$ cat config.mk
export PLATFORM = sky130hd
export DESIGN_NAME = r16x_alu
export DESIGN_NICKNAME = d
export VERILOG_FILES = /design/src/sv/r16x_pkg.sv /design/src/sv/r16x_alu.sv
export SDC_FILE = /design/constraint.sdc
export NUM_CORES = 1
export LEC_CHECK = 0
export ABC_AREA = 1
export BUFFER_PORTS_ARGS = -buffer_cell sky130_fd_sc_hd__buf_2
export CAP_MARGIN = 20
export CORE_AREA = 2 2 195 197
export DETAILED_ROUTE_END_ITERATION = 16
export DIE_AREA = 0 0 197 199
export SLEW_MARGIN = 10
export SYNTH_ARGS = -nofsm -noshare
export SYNTH_HDL_FRONTEND = slang
export SYNTH_SLANG_ARGS = --single-unit
$ cat constraint.sdc
create_clock -name vclk -period 3.54
set_clock_uncertainty 0.1 [all_clocks]
set_input_delay 0.354 -clock vclk [all_inputs]
set_output_delay 0.354 -clock vclk [all_outputs]
set_load 0.03 [all_outputs]
$ cat src/sv/r16x_pkg.sv
// Types and operation codes shared by the 16-bit execute unit.
package r16x_pkg;

	typedef enum logic [5:0] {
		F_ADD   = 6'd0,
		F_SUB   = 6'd1,
		F_AND   = 6'd2,
		F_OR    = 6'd3,
		F_XOR   = 6'd4,
		F_SLT   = 6'd5,
		F_SLTU  = 6'd6,
		F_SLL   = 6'd7,
		F_SRL   = 6'd8,
		F_SRA   = 6'd9,
		F_MV    = 6'd10,
		F_JR    = 6'd11,
		F_JALR  = 6'd12,
		F_ADDI  = 6'd13,
		F_LI    = 6'd14,
		F_SLTI  = 6'd15,
		F_SLTUI = 6'd16,
		F_SLLI  = 6'd17,
		F_SRLI  = 6'd18,
		F_SRAI  = 6'd19,
		F_ORI   = 6'd20,
		F_ANDI  = 6'd21,
		F_XORI  = 6'd22,
		F_SW    = 6'd23,
		F_SB    = 6'd24,
		F_LW    = 6'd25,
		F_LB    = 6'd26,
		F_LBU   = 6'd27,
		F_BEQ   = 6'd28,
		F_BNE   = 6'd29,
		F_BZ    = 6'd30,
		F_BNZ   = 6'd31,
		F_BLT   = 6'd32,
		F_BGE   = 6'd33,
		F_BLTU  = 6'd34,
		F_BGEU  = 6'd35,
		F_JAL   = 6'd36,
		F_LUI   = 6'd37,
		F_AUIPC = 6'd38,
		F_ECALL = 6'd39
	} func_t;

	typedef enum logic [1:0] {
		LD_NONE = 2'd0,
		LD_W    = 2'd1,
		LD_B    = 2'd2,
		LD_BU   = 2'd3
	} ld_kind_t;

	typedef struct packed {
		logic [5:0]         func;
		logic [2:0]         dest_reg;
		logic [2:0]         src1_reg;
		logic [2:0]         src2_reg;
		logic signed [15:0] immediate;
		logic [15:0]        pc_in;
	} req_t;

	typedef struct packed {
		logic [15:0] pc_out;
		logic        redirected;
		logic        halt;
		logic        wb_enable;
		logic [2:0]  wb_index;
		logic [15:0] wb_value;
	} res_t;

	// Outcome of one instruction before any load data is known.
	typedef struct packed {
		logic [15:0] npc;
		logic        redir;
		logic        halt;
		logic        wb;
		logic [2:0]  rd;
		logic [15:0] val;
		logic        mem_rd;
		logic        we_lo;
		logic        we_hi;
		logic [15:0] addr;
		logic [15:0] wdata;
		ld_kind_t    ld;
	} exe_t;

endpackage

$ cat src/sv/r16x_alu.sv
// Execute logic: ALU, compares, shifts, branch and jump targets, memory address and strobes.
module r16x_alu import r16x_pkg::*; (
	input  req_t        instr,
	input  logic [15:0] a,
	input  logic [15:0] b,
	output exe_t        exe
);

	logic [15:0] imm;
	logic [15:0] sum_ai;
	logic [15:0] sum_bi;
	logic [15:0] pc_rel;
	logic [15:0] br_tgt;
	logic [3:0]  sh_b;
	logic [3:0]  sh_i;
	logic        take;

	assign imm    = instr.immediate;
	assign sum_ai = a + imm;
	assign sum_bi = b + imm;
	assign pc_rel = instr.pc_in - 16'd2 + imm;
	assign br_tgt = instr.pc_in + imm;
	assign sh_b   = b[3:0];
	assign sh_i   = imm[3:0];

	always_comb begin
		case (instr.func)
			F_BEQ:   take = (a == b);
			F_BNE:   take = (a != b);
			F_BZ:    take = (a == 16'd0);
			F_BNZ:   take = (a != 16'd0);
			F_BLT:   take = ($signed(a) < $signed(b));
			F_BGE:   take = ($signed(a) >= $signed(b));
			F_BLTU:  take = (a < b);
			F_BGEU:  take = (a >= b);
			default: take = 1'b0;
		endcase
	end

	always_comb begin
		exe        = '0;
		exe.npc    = instr.pc_in;
		exe.ld     = LD_NONE;
		exe.addr   = sum_bi;
		exe.wdata  = b;
		case (instr.func)
			F_ADD:   begin exe.val = a + b;                     exe.wb = 1'b1; end
			F_SUB:   begin exe.val = a - b;                     exe.wb = 1'b1; end
			F_AND:   begin exe.val = a & b;                     exe.wb = 1'b1; end
			F_OR:    begin exe.val = a | b;                     exe.wb = 1'b1; end
			F_XOR:   begin exe.val = a ^ b;                     exe.wb = 1'b1; end
			F_SLT:   begin exe.val = 16'($signed(a) < $signed(b)); exe.wb = 1'b1; end
			F_SLTU:  begin exe.val = 16'(a < b);                exe.wb = 1'b1; end
			F_SLL:   begin exe.val = a << sh_b;                 exe.wb = 1'b1; end
			F_SRL:   begin exe.val = a >> sh_b;                 exe.wb = 1'b1; end
			F_SRA:   begin exe.val = 16'($signed(a) >>> sh_b);  exe.wb = 1'b1; end
			F_MV:    begin exe.val = b;                         exe.wb = 1'b1; end
			// The jump register arrives on the second read port.
			F_JR:    begin exe.npc = b; exe.redir = 1'b1; end
			F_JALR:  begin
				exe.npc   = b;
				exe.redir = 1'b1;
				exe.val   = instr.pc_in;
				exe.wb    = 1'b1;
			end
			F_ADDI:  begin exe.val = sum_ai;                    exe.wb = 1'b1; end
			F_LI:    begin exe.val = imm;                       exe.wb = 1'b1; end
			F_SLTI:  begin exe.val = 16'($signed(a) < $signed(imm)); exe.wb = 1'b1; end
			F_SLTUI: begin exe.val = 16'(a < imm);              exe.wb = 1'b1; end
			F_SLLI:  begin exe.val = a << sh_i;                 exe.wb = 1'b1; end
			F_SRLI:  begin exe.val = a >> sh_i;                 exe.wb = 1'b1; end
			F_SRAI:  begin exe.val = 16'($signed(a) >>> sh_i);  exe.wb = 1'b1; end
			F_ORI:   begin exe.val = a | imm;                   exe.wb = 1'b1; end
			F_ANDI:  begin exe.val = a & imm;                   exe.wb = 1'b1; end
			F_XORI:  begin exe.val = a ^ imm;                   exe.wb = 1'b1; end
			F_SW:    begin
				exe.addr = sum_ai;
				if (sum_ai[0]) begin
					exe.halt = 1'b1;
				end else begin
					exe.we_lo = 1'b1;
					exe.we_hi = 1'b1;
				end
			end
			F_SB:    begin
				exe.addr  = sum_ai;
				exe.wdata = {b[7:0], b[7:0]};
				exe.we_lo = !sum_ai[0];
				exe.we_hi = sum_ai[0];
			end
			F_LW:    begin
				if (sum_bi[0]) begin
					exe.halt = 1'b1;
				end else begin
					exe.mem_rd = 1'b1;
					exe.ld     = LD_W;
					exe.wb     = 1'b1;
				end
			end
			F_LB:    begin exe.mem_rd = 1'b1; exe.ld = LD_B;  exe.wb = 1'b1; end
			F_LBU:   begin exe.mem_rd = 1'b1; exe.ld = LD_BU; exe.wb = 1'b1; end
			F_BEQ, F_BNE, F_BZ, F_BNZ, F_BLT, F_BGE, F_BLTU, F_BGEU: begin
				if (take) begin
					exe.npc   = br_tgt;
					exe.redir = 1'b1;
				end
			end
			F_JAL:   begin
				exe.npc   = pc_rel;
				exe.redir = 1'b1;
				if (instr.dest_reg != 3'd0) begin
					exe.val = instr.pc_in;
					exe.wb  = 1'b1;
				end
			end
			F_LUI:   begin exe.val = imm;    exe.wb = 1'b1; end
			F_AUIPC: begin exe.val = pc_rel; exe.wb = 1'b1; end
			default: exe.halt = 1'b1;
		endcase
		exe.rd = exe.wb ? instr.dest_reg : 3'd0;
	end

endmodule

==> results by group <==
Critical path
  – Setup crit end kind: primary output
  – Cell-by-cell trace of the critical path: buf_2 -> inv_1 -> buf_4 -> ha_1 -> inv_1 -> ha_2 -> nand2_1 -> o21ai_0 -> nand2_1 -> nand3_1 -> nand2_1 -> nand3_1 -> nand4_1 -> nor2_2 -> nand3_1 -> buf_2
  – CP bufs+invs: 5
  – CP Launch Type: primary input
  – Slowest cell on the critical path: ha_2
  – Slowest stage delay, CP: about 0.39 ns
  – Critical Path AT: 3.06 ns
  – Critical path type: in -> out
  – Cell family with most CP delay: simple AND/OR/NAND/NOR gates
  – Req. time, crit path: 3.09 ns
  – Crit Path Max Fanout: 4

STA
  – Final min period: approximately 3.5 ns
  – Final hold slack: about 0.95 ns
  – Fin crit share: 0.991
  – Max_slew headroom: 0.535
  – Final worst slack: slightly above 0.03 ns
  – Final setup vio count: 0
  – Max Clock Freq: 285 MHz
  – Tightest Pin Transition: ~0.69 ns
  – Max Slew Vio Count: 0
  – Final Hold Viols: 0

Floorplanning
  – Die area: slightly below 40000 µm²
  – # rows: between 70 and 80
  – Core area: ~37000 µm²
  – # IOs: around 150
  – Initial core utilization: 0.297
  – DIE WIDTH: slightly below 200 µm
  – DIE HEIGHT: a little under 200 µm

Logic synthesis
  – Syn_nets: 2342
  – Seq/Total Area, Yosys: 0
  – Cell with the most instances after synthesis: nand2_1
  – Yosys cell types: between 40 and 50
  – Top-area cell type share of the netlist area: 0.200
  – Mapped Area: 11000 µm²
  – Ys Warns: 0
  – Largest area contributor in the netlist: nand2_1
  – Largest cells by area after synthesis: nand2_1, ha_1, nand3_1
  – Cells after synthesis: 2137
  – List of most frequent post-synthesis cells: nand2_1, nand3_1, inv_1
  – Mean Syn Cell Area: between 5 and 6 µm²

Placed design
  – Gpl congestion: 1.10
  – Input/output buffers: between 100 and 150
  – Pre-CTS setup slack: about 0.057 ns
  – Post-DP HPWL: around 56000 µm

Outcome
  – Outcome: finished clean

Global routing
  – Largest net degree at the start of global routing: 29
  – Vias in the first global route: around 15000
  – Grt total ovfl: 0
  – GR Util All Layers: 0.332
  – Antenna violations before repair: 2
  – First-pass GRT wire length: ~96000 µm

Cells and area
  – Clock buffers: 0
  – Multi-input logic area: between 9000 and 10000 µm²
  – Fraction of layout instances using a drive strength above 1: 0.186
  – Fillers: around 4200
  – Seq. cell area: 0 µm²
  – Final Util: 0.373
  – Area Growth Syn to Fin: 25.4%
  – Seq cells: 0
  – Nets: ~2600

Route
  – Mean routed wirelength per cell: about 23 µm
  – Final ANT Viol Nets: 0
  – Iteration-0 DRC count of the detailed router: approximately 2200
  – Vias per cell: 5.71
  – # DRC: 0
  – First-pass iteration count of the detailed router: 9
  – Total Routed Length: around 68000 µm
  – Routed via count: between 15000 and 20000

Min path
  – Min-Delay Path Class: in -> out

CTS
  – Hold buffers post-CTS: 0

Run
  – Max cap viols: 0
## metrics by stage
step	cell area, µm²	instances	setup TNS (ns)
after floorplan	11000	2137	0
after global placement	13600	2903	0
after CTS	13600	2903	0
after global routing	13800	2907	-0.0754
final	13800	2909	0
after detailed placement	13600	2903	0
## area by class of cell
type,count,area share
antenna,2,0.000362
inverter,268,0.0730
multi-input combinational,1802,0.707
tap,474,0.0429
timing repair buffer,363,0.177
## metal layers
layer  vias to the layer above  global-route usage  routed length (µm)
li1                       7762                   -                   -
met1                      7563               0.452               27600
met2                      1080               0.515               28200
met3                       189              0.0463                7680
met4                         2               0.157                4060
met5                         -                   0                   9
## cell usage in the layout (no fill, tap or decap), types with 8 or more instances in the layout
master	instances
nand2_1	586
nand3_1	284
inv_1	252
buf_4	213
nor2_1	201
o21ai_0	152
a21oi_1	149
buf_2	141
ha_1	115
nand4_1	37
o211ai_1	33
nor3_1	26
xor2_1	22
o21ai_1	22
o21bai_1	16
nand2_2	14
inv_2	13
or2_2	13
o22ai_1	10
o221ai_1	10
nor2_2	9
a22oi_1	9
a21o_1	8
o21ai_2	8
## cell families (layout without fill, tap and decap cells)
group | after synthesis | count (layout) | share of synthesized area
buf+inv | 335 | 631 | 0.126
fa+ha+maj | 126 | 126 | 0.147
compound gates | 452 | 452 | 0.238
xor+xnor | 32 | 32 | 0.0254
other cells | 0 | 2 | 0
simple gates | 1192 | 1192 | 0.464
## final timing paths
path	cells after the start	slack, ns	start	to
max	16	0.03	instr[21]	exe[47]
min	4	0.95	instr[40]	exe[55]
## repair_timing
item	CTS	global route
setup buffers	0	4
gates resized for setup	0	48
endpoints found under the setup margin	0	30
hold endpoints to repair	0	0
