File: src/sv/r16x_pkg.sv
// Types and operation codes shared by the 16-bit execute unit.
package r16x_pkg;

	typedef enum logic [5:0] {
		F_ADD   = 6'd0,
		F_SUB   = 6'd1,
		F_AND   = 6'd2,
		F_OR    = 6'd3,
		F_XOR   = 6'd4,
		F_SLT   = 6'd5,
		F_SLTU  = 6'd6,
		F_SLL   = 6'd7,
		F_SRL   = 6'd8,
		F_SRA   = 6'd9,
		F_MV    = 6'd10,
		F_JR    = 6'd11,
		F_JALR  = 6'd12,
		F_ADDI  = 6'd13,
		F_LI    = 6'd14,
		F_SLTI  = 6'd15,
		F_SLTUI = 6'd16,
		F_SLLI  = 6'd17,
		F_SRLI  = 6'd18,
		F_SRAI  = 6'd19,
		F_ORI   = 6'd20,
		F_ANDI  = 6'd21,
		F_XORI  = 6'd22,
		F_SW    = 6'd23,
		F_SB    = 6'd24,
		F_LW    = 6'd25,
		F_LB    = 6'd26,
		F_LBU   = 6'd27,
		F_BEQ   = 6'd28,
		F_BNE   = 6'd29,
		F_BZ    = 6'd30,
		F_BNZ   = 6'd31,
		F_BLT   = 6'd32,
		F_BGE   = 6'd33,
		F_BLTU  = 6'd34,
		F_BGEU  = 6'd35,
		F_JAL   = 6'd36,
		F_LUI   = 6'd37,
		F_AUIPC = 6'd38,
		F_ECALL = 6'd39
	} func_t;

	typedef enum logic [1:0] {
		LD_NONE = 2'd0,
		LD_W    = 2'd1,
		LD_B    = 2'd2,
		LD_BU   = 2'd3
	} ld_kind_t;

	typedef struct packed {
		logic [5:0]         func;
		logic [2:0]         dest_reg;
		logic [2:0]         src1_reg;
		logic [2:0]         src2_reg;
		logic signed [15:0] immediate;
		logic [15:0]        pc_in;
	} req_t;

	typedef struct packed {
		logic [15:0] pc_out;
		logic        redirected;
		logic        halt;
		logic        wb_enable;
		logic [2:0]  wb_index;
		logic [15:0] wb_value;
	} res_t;

	// Outcome of one instruction before any load data is known.
	typedef struct packed {
		logic [15:0] npc;
		logic        redir;
		logic        halt;
		logic        wb;
		logic [2:0]  rd;
		logic [15:0] val;
		logic        mem_rd;
		logic        we_lo;
		logic        we_hi;
		logic [15:0] addr;
		logic [15:0] wdata;
		ld_kind_t    ld;
	} exe_t;

endpackage

File: src/sv/r16x_regfile.sv
// Register file with two write-through registered read ports and reset-clear valid bits.
module r16x_regfile import r16x_pkg::*; #(
	parameter int REG_COUNT = 8
) (
	input  logic                         clk,
	input  logic                         arst_n,
	input  logic                         rd_en,
	input  logic [$clog2(REG_COUNT)-1:0] rd_addr_a,
	input  logic [$clog2(REG_COUNT)-1:0] rd_addr_b,
	output logic [15:0]                  rd_data_a,
	output logic [15:0]                  rd_data_b,
	input  logic                         wr_en,
	input  logic [$clog2(REG_COUNT)-1:0] wr_addr,
	input  logic [15:0]                  wr_data
);

	logic [15:0]          rf_q [REG_COUNT];
	logic [REG_COUNT-1:0] vld_q;
	logic [15:0]          rd_data_a_q;
	logic [15:0]          rd_data_b_q;

	always_ff @(posedge clk or negedge arst_n) begin
		if (!arst_n) begin
			vld_q <= '0;
		end else if (wr_en) begin
			vld_q[wr_addr] <= 1'b1;
		end
	end

	// An entry never written since reset reads as zero; a write in the same
	// cycle passes straight through to the read data.
	always_ff @(posedge clk) begin
		if (wr_en) begin
			rf_q[wr_addr] <= wr_data;
		end
		if (rd_en) begin
			if (wr_en && wr_addr == rd_addr_a) begin
				rd_data_a_q <= wr_data;
			end else if (vld_q[rd_addr_a]) begin
				rd_data_a_q <= rf_q[rd_addr_a];
			end else begin
				rd_data_a_q <= '0;
			end
			if (wr_en && wr_addr == rd_addr_b) begin
				rd_data_b_q <= wr_data;
			end else if (vld_q[rd_addr_b]) begin
				rd_data_b_q <= rf_q[rd_addr_b];
			end else begin
				rd_data_b_q <= '0;
			end
		end
	end

	assign rd_data_a = rd_data_a_q;
	assign rd_data_b = rd_data_b_q;

endmodule

File: config.mk
export PLATFORM = sky130hd
export DESIGN_NAME = r16x_regfile
export DESIGN_NICKNAME = d
export VERILOG_FILES = /design/src/sv/r16x_pkg.sv /design/src/sv/r16x_regfile.sv
export SDC_FILE = /design/constraint.sdc
export NUM_CORES = 1
export LEC_CHECK = 0
export ABC_AREA = 0
export BUFFER_PORTS_ARGS = -buffer_cell sky130_fd_sc_hd__buf_2
export CORE_AREA = 3 3 103 145
export CTS_BUF_LIST = sky130_fd_sc_hd__clkbuf_8
export CTS_CLUSTER_SIZE = 25
export DETAILED_ROUTE_END_ITERATION = 8
export DIE_AREA = 0 0 106 148
export PLACE_DENSITY = 0.77
export SKIP_LAST_GASP = 1
export SYNTH_ARGS = -nofsm -noshare
export SYNTH_HDL_FRONTEND = slang
export SYNTH_SLANG_ARGS = --single-unit
File: constraint.sdc
create_clock -name clk -period 1.7 [get_ports clk]
set_clock_uncertainty 0.05 [all_clocks]
set_input_delay 0.255 -clock clk [delete_from_list [all_inputs] [get_ports clk]]
set_output_delay 0.255 -clock clk [all_outputs]
set_load 0.02 [all_outputs]
==> results of run 1 <==
-- power groups by stage --
stage          logic [µW]  registers, µW  clock network (µW)
2_1_floorplan         617           5060                   0
3_3_place_gp         1140           4930                   0
3_5_place_dp         1160           4950                   0
4_1_cts              1190           4860                2820
5_1_grt              1270           4880                2980
6_report             1200           4860                2780
-- stage by stage --
step	power (µW)	util [%]
floorplan	5670	-
global placement	6070	61.7
detailed placement	6110	61.7
CTS	8870	65.0
global route	9130	65.2
finish	8830	65.2
-- final cells by class --
class | count | area, µm²
flip-flops and latches | 168 | 5000
fillers | 956 | 4800
multi-input cells | 203 | 2520
repair buffers | 106 | 838
clock buffers | 21 | 289
well taps | 185 | 231
clock inverters | 11 | 108
-- cells in the mapped netlist (all sizes together) --
| master | instances |
|---|---|
| a2111oi | 2 |
| and4 | 2 |
| buf | 18 |
| clkbuf | 12 |
| dfrtp | 8 |
| edfxtp | 160 |
| mux2 | 2 |
| mux2i | 32 |
| mux4 | 66 |
| nand2 | 34 |
| nand2b | 3 |
| nor2 | 6 |
| nor2b | 4 |
| nor3 | 2 |
| nor3b | 2 |
| o21ai | 32 |
| or2 | 8 |
| or4 | 2 |
| xnor2 | 6 |
-- cell families (layout without fill, tap and decap cells) --
family,count (synthesis),count (layout),share of synthesized area (%)
compound gates,34,34,3.31
xor+xnor,6,6,0.688
buf+inv,30,138,2.47
flops,168,168,65.5
mux,100,100,23.9
simple gates,63,63,4.06
-- worst register-to-register path, cell delays in order, from the launching register on --
cell and delay, ns:
dfrtp_1 0.38, mux4_2 0.25, nor2b_1 0.05, or4_4 0.60, buf_12 0.19, o21ai_2 0.12
-- registers in the layout (all words and copies together), names as in the netlist --
signal	count
rf_q	128
rd_data_b	16
rd_data_a	16
vld_q	8
-- routing by layer --
metal	track usage, %	vias to the layer above	part of all wire (%)
met5	0	-	0
met3	4.24	30	5.6
met2	40.5	183	55
li1	-	1824	-
met1	28.3	2230	37
met4	7.84	0	2.1
-- what timing repair did --
item	in CTS	in global routing
buffers inserted	2	0
hold buffers	1	0
hold endpoints to repair	8	0
setup endpoints to repair	28	30
resized for setup	9	7
pin swaps	2	1
-- worst max path at each step --
stage | start | end | slack, ns | cells after the start
4_1_cts | vld_q[5] | rd_data_a[0] | -0.04 | 5
6_report | vld_q[5] | rd_data_a[15] | -0.08 | 5
2_1_floorplan | wr_addr[2] | rf_q[0][0] | -0.36 | 2
3_5_place_dp | rd_addr_b[0] | rd_data_b[5] | -0.23 | 6
3_3_place_gp | rd_addr_b[0] | rd_data_b[5] | -0.25 | 6
5_1_grt | vld_q[7] | rd_data_b[15] | -0.11 | 5
==> qor.csv, run 1 <==
metric,value,unit
part of the cycle the worst path needs,104,%
Worst slew margin,71.4,%
CTS Buf Count,17,
cell row count,51,
Post-Synthesis Cells,401,
CTS Sinks,168,
Int Power,6770,µW
Mean Syn Cell Area,19.0,µm²
Fin Hold WS,0.0759,ns
Worst Setup End Kind,register,
logic gate share of total power,13.5,%
PwrDens,983,nW/µm²
sequential area share after synthesis,65.5,%
failing checks,negative setup slack,
top-area cell type share of the netlist area,62.9,%
post-route cell area,8990,µm²
Critical Path Max Stage Delay,0.60,ns
Detail Route Antenna Nets,0,
Max-cap violations,0,
CP max stage cell,or4_4,
Least-Margin Pin Slew,0.418,ns
largest net degree at the start of global routing,33,
Reg power frac,55.0,%
final net count,525,
worst endpoint data arrival time,2.02,ns
DPL Wire Length,10600,µm
First DRT Iteration DRCs,264,
"Slew Viols, Final",0,
maximum vdd ir drop,603,µV
critical path launch point type,register,
Post-Layout Cell Count,694,
Vias per Instance,6.15,
Post-DP Area,8500,µm²
Vias,4267,
initial antenna violation count,0,
Worst Path Max Fanout,7,
GP Congestion,0.806,
drt pass-1 iters,5,
vias in the first global route,4596,
Yosys reg bits,168,
"commonest non-fill, non-tap cell in the layout",edfxtp_1,
number of setup violations in the final report,28,
R2R setup slack,-0.08,ns
setup TNS,-1.06,ns
Pleak,0.00309,µW
clk slew on worst S/H paths,0.08,ns
placed insts,659,
syn nets,430,
PnR worst setup slack,-0.0758,ns
Reg2Reg Launch Point,vld_q[5],
Placeable Area,13800,µm²
worst hold start,wr_data[14],
crit path kind,register to register,
reg-to-reg endpoint,rd_data_a[15],
Hold Crit Endpoint,rf_q[2][14],
WHS Path Cells,1,
synth unique cells,23,
clk buf depth,2,
most frequent cells in the layout,"160 x edfxtp_1, 66 x mux4_2, 60 x buf_2",
Synth area leader,edfxtp_1,
warnings from Yosys,0,
Total GRT Usage,22.8,%
Ports,61,
"delay-heaviest family, CP",simple AND/OR/NAND/NOR gates,
"Req. time, crit path",1.94,ns
Port Buffer Count,60,
status,"finished, violations left",
Peak Freq,563,MHz
grt total ovfl,0,
Post-Place Worst Slack,-0.232,ns
Synth Cell Area,7640,µm²
Remaining DRCs,0,
layout cells sized above 1,48.1,%
Clk network pwr share,31.4,%
critical path buffer and inverter count,1,
Initial Util,55.4,%
crit-path cells,"mux4_2, nor2b_1, or4_4, buf_12, o21ai_2",
Post-Route WL,16800,µm
endpoints failing hold,0,
final worst path period need,1.78,ns
Psw,2060,µW
die area,15700,µm²
RSZ-0062 raised after global routing,yes,
HP Class,input port to register,
WL per Instance,24.2,µm
Ant. Diodes,0,
clock latency on the worst-skew pair,0.44,ns
largest cells by area after synthesis,"edfxtp_1 63%, mux4_2 19%, mux2i_1 4.2%",
reg2reg path depth,5,
CTS tree,built,
CTS H-tree lvls,4,
die span in y,148,µm
first-pass GRT wire length,26000,µm
Sw Share,23.3,%
Area growth syn-to-layout,17.7,%
Die Width,106,µm
CTS Root Cell,clkbuf_8,
Power figures use the tool's default switching activity.
==> run 2: changes to the inputs <==
--- a/config.mk
+++ b/config.mk
@@ -12,7 +12,7 @@
 export CTS_CLUSTER_SIZE = 25
 export DETAILED_ROUTE_END_ITERATION = 8
 export DIE_AREA = 0 0 106 148
-export PLACE_DENSITY = 0.77
+export PLACE_DENSITY = 0.87
 export SKIP_LAST_GASP = 1
 export SYNTH_ARGS = -nofsm -noshare
 export SYNTH_HDL_FRONTEND = slang
==> qor.csv, run 2 (synthesis results as in run 1) <==
metric,value,unit
Least-Margin Pin Slew,0.395,ns
Remaining DRCs,0,
number of setup violations in the final report,17,
Pleak,0.00309,µW
drt pass-1 iters,5,
Worst slew margin,73.7,%
clk slew on worst S/H paths,0.10,ns
Post-Route WL,16800,µm
clk buf depth,2,
Fin Hold WS,0.0640,ns
CTS Buf Count,17,
Psw,2290,µW
first-pass GRT wire length,25400,µm
Top reg by flops,rf_q,
HP Class,input port to register,
Fillers,911,
die span in y,148,µm
largest net degree at the start of global routing,33,
Critical Path Max Stage Delay,0.54,ns
Area growth syn-to-layout,17.6,%
Vias,4295,
final net count,522,
most frequent cells in the layout,"160 x edfxtp_1, 66 x mux4_2, 60 x buf_2",
final worst path period need,1.74,ns
vias in the first global route,4706,
die area,15700,µm²
"commonest non-fill, non-tap cell in the layout",edfxtp_1,
multi-input logic area,2520,µm²
Max-cap violations,0,
crit path kind,register to register,
status,"finished, violations left",
Vias per Instance,6.22,
Worst Setup End Kind,register,
initial antenna violation count,1,
Worst Path Max Fanout,11,
CP max stage cell,or4_4,
Peak Freq,576,MHz
critical path launch point type,register,
WL per Instance,24.3,µm
Die Width,106,µm
First DRT Iteration DRCs,363,
critical path buffer and inverter count,1,
Reg power frac,55.0,%
register area,5000,µm²
worst endpoint data arrival time,1.99,ns
CTS tree,built,
clock latency on the worst-skew pair,0.45,ns
Final Core Density,65.2,%
Detail Route Antenna Nets,0,
CTS Root Cell,clkbuf_8,
logic gate share of total power,13.5,%
"Slew Viols, Final",0,
overall power,8850,µW
PwrDens,984,nW/µm²
Total GRT Usage,22.3,%
CTS Sinks,168,
"Req. time, crit path",1.96,ns
cell row count,51,
Ant. Diodes,0,
layout cells sized above 1,49.6,%
"delay-heaviest family, CP",simple AND/OR/NAND/NOR gates,
Port Buffer Count,60,
Ports,61,
grt total ovfl,0,
Sw Share,25.8,%
Placeable Area,13800,µm²
CTS H-tree lvls,4,
failing checks,negative setup slack,
GP Congestion,0.789,
Int Power,6560,µW
endpoints failing hold,0,
Clk network pwr share,31.5,%
DPL Wire Length,10500,µm
RSZ-0062 raised after global routing,yes,
maximum vdd ir drop,578,µV
Initial Util,55.4,%
Largest register FFs,128,
PnR worst setup slack,-0.0362,ns
crit-path cells,"mux4_2, nor2b_2, or4_4, buf_12, o21ai_1",
part of the cycle the worst path needs,102,%
-- run 2: changes by cell type in the layout (fill, tap and decap cells not counted), moves of 2 or more --
cell	change
buf_4	-3
clkinvlp_4	-3
clkbuf_8	-4
o21ai_4	-2
buf_6	-3
a2111oi_2	+2
nor2b_2	+3
inv_8	+2
o21ai_2	+2
inv_1	-4
nor2b_1	-3
inv_6	+10
-- run 2: power groups by stage --
stage	Combinational [µW]	Sequential, µW	Clock, µW
finish	1190	4860	2790
global route	1270	4880	3030
CTS	1150	4860	2830
detailed placement	1110	4950	0
global placement	1070	4940	0
floorplan	617	5060	0
-- run 2: layout make-up --
class | instances | share of cell area [%]
repair buffers | 103 | 9.37
flip-flops and latches | 168 | 55.7
clock inverters | 15 | 1.71
clock buffers | 17 | 2.60
multi-input cells | 203 | 28.0
well taps | 185 | 2.58
-- run 2: layer usage --
layer  share of wire, %  track usage [%]
met1                 34             24.4
met2                 56             40.5
met3                7.4             5.81
met4                2.8             9.98
met5              0.048                0
-- run 2: final timing paths --
kind                             start             to  slack [ns]  depth (start not counted)
setup / recovery              vld_q[5]  rd_data_b[15]       -0.04                          5
hold / removal             wr_data[10]    rf_q[5][10]        0.06                          1
setup reg to reg              vld_q[5]  rd_data_b[15]       -0.04                          5
hold reg to reg               vld_q[6]       vld_q[6]        0.46                          1
max in group asynchronous       arst_n       vld_q[4]        1.32                          2
min in group asynchronous       arst_n       vld_q[6]        0.12                          2
-- run 2: repair_timing --
action,in CTS,in global routing
pin swaps,2,1
gates cloned,0,1
endpoints found under the hold margin,8,0
gates resized for setup,1,18
buffers inserted,4,0
hold buffers,1,0
setup endpoints to repair,32,32
-- run 2: stage by stage --
stage / TNS [ns] / cells / setup slack, ns / instance area, µm²
2_1_floorplan: -14.56 / 401 / -0.358 / 7690
3_3_place_gp: -4.88 / 653 / -0.171 / 8440
3_5_place_dp: -6.85 / 653 / -0.254 / 8440
4_1_cts: -0.0399 / 690 / -0.0121 / 8900
5_1_grt: -1.11 / 691 / -0.0611 / 8990
6_report: -0.217 / 691 / -0.0362 / 8990
==> run 3: changes to the inputs <==
--- a/config.mk
+++ b/config.mk
@@ -17,3 +17,4 @@
 export SYNTH_ARGS = -nofsm -noshare
 export SYNTH_HDL_FRONTEND = slang
 export SYNTH_SLANG_ARGS = --single-unit
+export TNS_END_PERCENT = 10
==> constraint.sdc (replaced) <==
create_clock -name clk -period 1.5 [get_ports clk]
set_clock_uncertainty 0.05 [all_clocks]
set_input_delay 0.225 -clock clk [delete_from_list [all_inputs] [get_ports clk]]
set_output_delay 0.225 -clock clk [all_outputs]
set_load 0.02 [all_outputs]
==> qor.csv, run 3 (synthesis results as in run 1) <==
metric,value,unit
Worst slew margin,62.4,%
Worst Path Max Fanout,9,
"Slew Viols, Final",0,
CTS Root Cell,clkbuf_8,
Clk network pwr share,32.0,%
Peak Freq,538,MHz
RSZ-0062 raised after global routing,yes,
"Req. time, crit path",1.65,ns
clk buf depth,2,
Worst setup endpoint,rd_data_b[5],
maximum vdd ir drop,559,µV
largest net degree at the start of global routing,33,
"commonest non-fill, non-tap cell in the layout",edfxtp_1,
clk slew on worst S/H paths,0.09,ns
logic gate share of total power,13.0,%
status,"finished, violations left",
Post-Place Worst Slack,-0.492,ns
"Setup Fix Bufs, Post-CTS",0,
Post-Route WL,16400,µm
Least-Margin Pin Slew,0.550,ns
First DRT Iteration DRCs,372,
Vias per Instance,6.17,
Vias,4279,
PnR worst setup slack,-0.360,ns
clock latency on the worst-skew pair,0.45,ns
Placeable Area,13800,µm²
Psw,2500,µW
Largest register FFs,128,
critical path launch point type,register,
reg-to-reg endpoint,rd_data_b[5],
Die Width,106,µm
Pleak,0.00305,µW
crit path kind,register to register,
worst setup path startpoint,vld_q[0],
HP Class,input port to register,
Worst Setup End Kind,register,
Reg power frac,55.0,%
Fin Hold WS,0.0271,ns
Detail Route Antenna Nets,0,
final net count,524,
Ports,61,
Remaining DRCs,0,
grt total ovfl,0,
CTS tree,built,
register area,5000,µm²
WL per Instance,23.7,µm
die area,15700,µm²
critical path buffer and inverter count,1,
reg2reg path depth,5,
Fillers,922,
Int Power,7520,µW
endpoints failing hold,0,
vias in the first global route,4676,
Initial Util,55.4,%
PwrDens,1120,nW/µm²
Total GRT Usage,22.2,%
CTS Buf Count,17,
number of setup violations in the final report,32,
initial antenna violation count,0,
Post-Layout Cell Count,693,
Reg2Reg Launch Point,vld_q[0],
Post-DP Area,8460,µm²
R2R setup slack,-0.36,ns
Ant. Diodes,0,
drt pass-1 iters,5,
GP Congestion,0.830,
CTS Sinks,168,
die span in y,148,µm
CTS H-tree lvls,4,
final worst path period need,1.86,ns
CP max stage cell,a2111oi_0,
"delay-heaviest family, CP",compound AO/OA/AOI/OAI gates,
failing checks,negative setup slack,
Max-cap violations,0,
Sw Share,25.0,%
placed insts,659,
cell depth of the worst setup path,5,
crit-path cells,"nor2b_1, a2111oi_0, or4_4, buf_6, o21ai_2",
cell row count,51,
Port Buffer Count,60,
post-route cell area,8930,µm²
part of the cycle the worst path needs,124,%
Top reg by flops,rf_q,
worst endpoint data arrival time,2.01,ns
Critical Path Max Stage Delay,0.45,ns
DPL Wire Length,10800,µm
most frequent cells in the layout,"160 x edfxtp_1, 66 x mux4_2, 60 x buf_2",
multi-input logic area,2510,µm²
layout cells sized above 1,47.6,%
first-pass GRT wire length,25400,µm
Area growth syn-to-layout,16.9,%
-- run 3: power by group through the flow --
stage / clock network, µW / logic (µW) / registers [µW]
3_5_place_dp: 0 / 1270 / 5610
3_3_place_gp: 0 / 1230 / 5590
4_1_cts: 3220 / 1300 / 5510
6_report: 3210 / 1300 / 5510
2_1_floorplan: 0 / 691 / 5730
5_1_grt: 3430 / 1380 / 5530
-- run 3: through the flow --
step | setup TNS [ns] | utilization (%) | total power [µW]
CTS | -7.87 | 64.6 | 10000
detailed placement | -12.24 | 61.4 | 6880
global route | -12.29 | 64.8 | 10300
finish | -9.20 | 64.8 | 10000
global placement | -10.80 | 61.4 | 6820
floorplan | -21.37 | - | 6420
-- run 3: layout make-up --
cell class / count / area share, %
timing repair buffer: 104 / 8.80
multi-input combinational: 204 / 28.1
clock inverter: 15 / 1.88
clock buffer: 17 / 2.62
tap: 185 / 2.59
sequential: 168 / 56.0
-- run 3: how the worst min path moves through the flow --
stage	from	end	slack, ns	cells after the start
finish	wr_data[1]	rf_q[5][1]	0.03	1
global route	wr_data[12]	rf_q[3][12]	0.02	1
CTS	wr_data[12]	rf_q[3][12]	0.01	1
detailed placement	arst_n	vld_q[5]	0.02	1
global placement	arst_n	vld_q[7]	0.02	1
floorplan	arst_n	vld_q[0]	-0.12	0
-- run 3: what timing repair did --
action / 4_1_cts / 5_1_grt
pin swaps: 2 / 1
gates resized for setup: 11 / 3
cloned: 1 / 0
hold buffers: 1 / 0
endpoints found under the setup margin: 32 / 32
hold endpoints to repair: 8 / 0
-- run 3: routing by layer --
metal  part of all wire (%)  wire length (µm)  GRT usage (%)
met5                      0                 0              0
met4                    3.3               544           10.4
met1                     35              5790           26.3
met3                    6.5              1080           3.89
met2                     55              9030           39.2
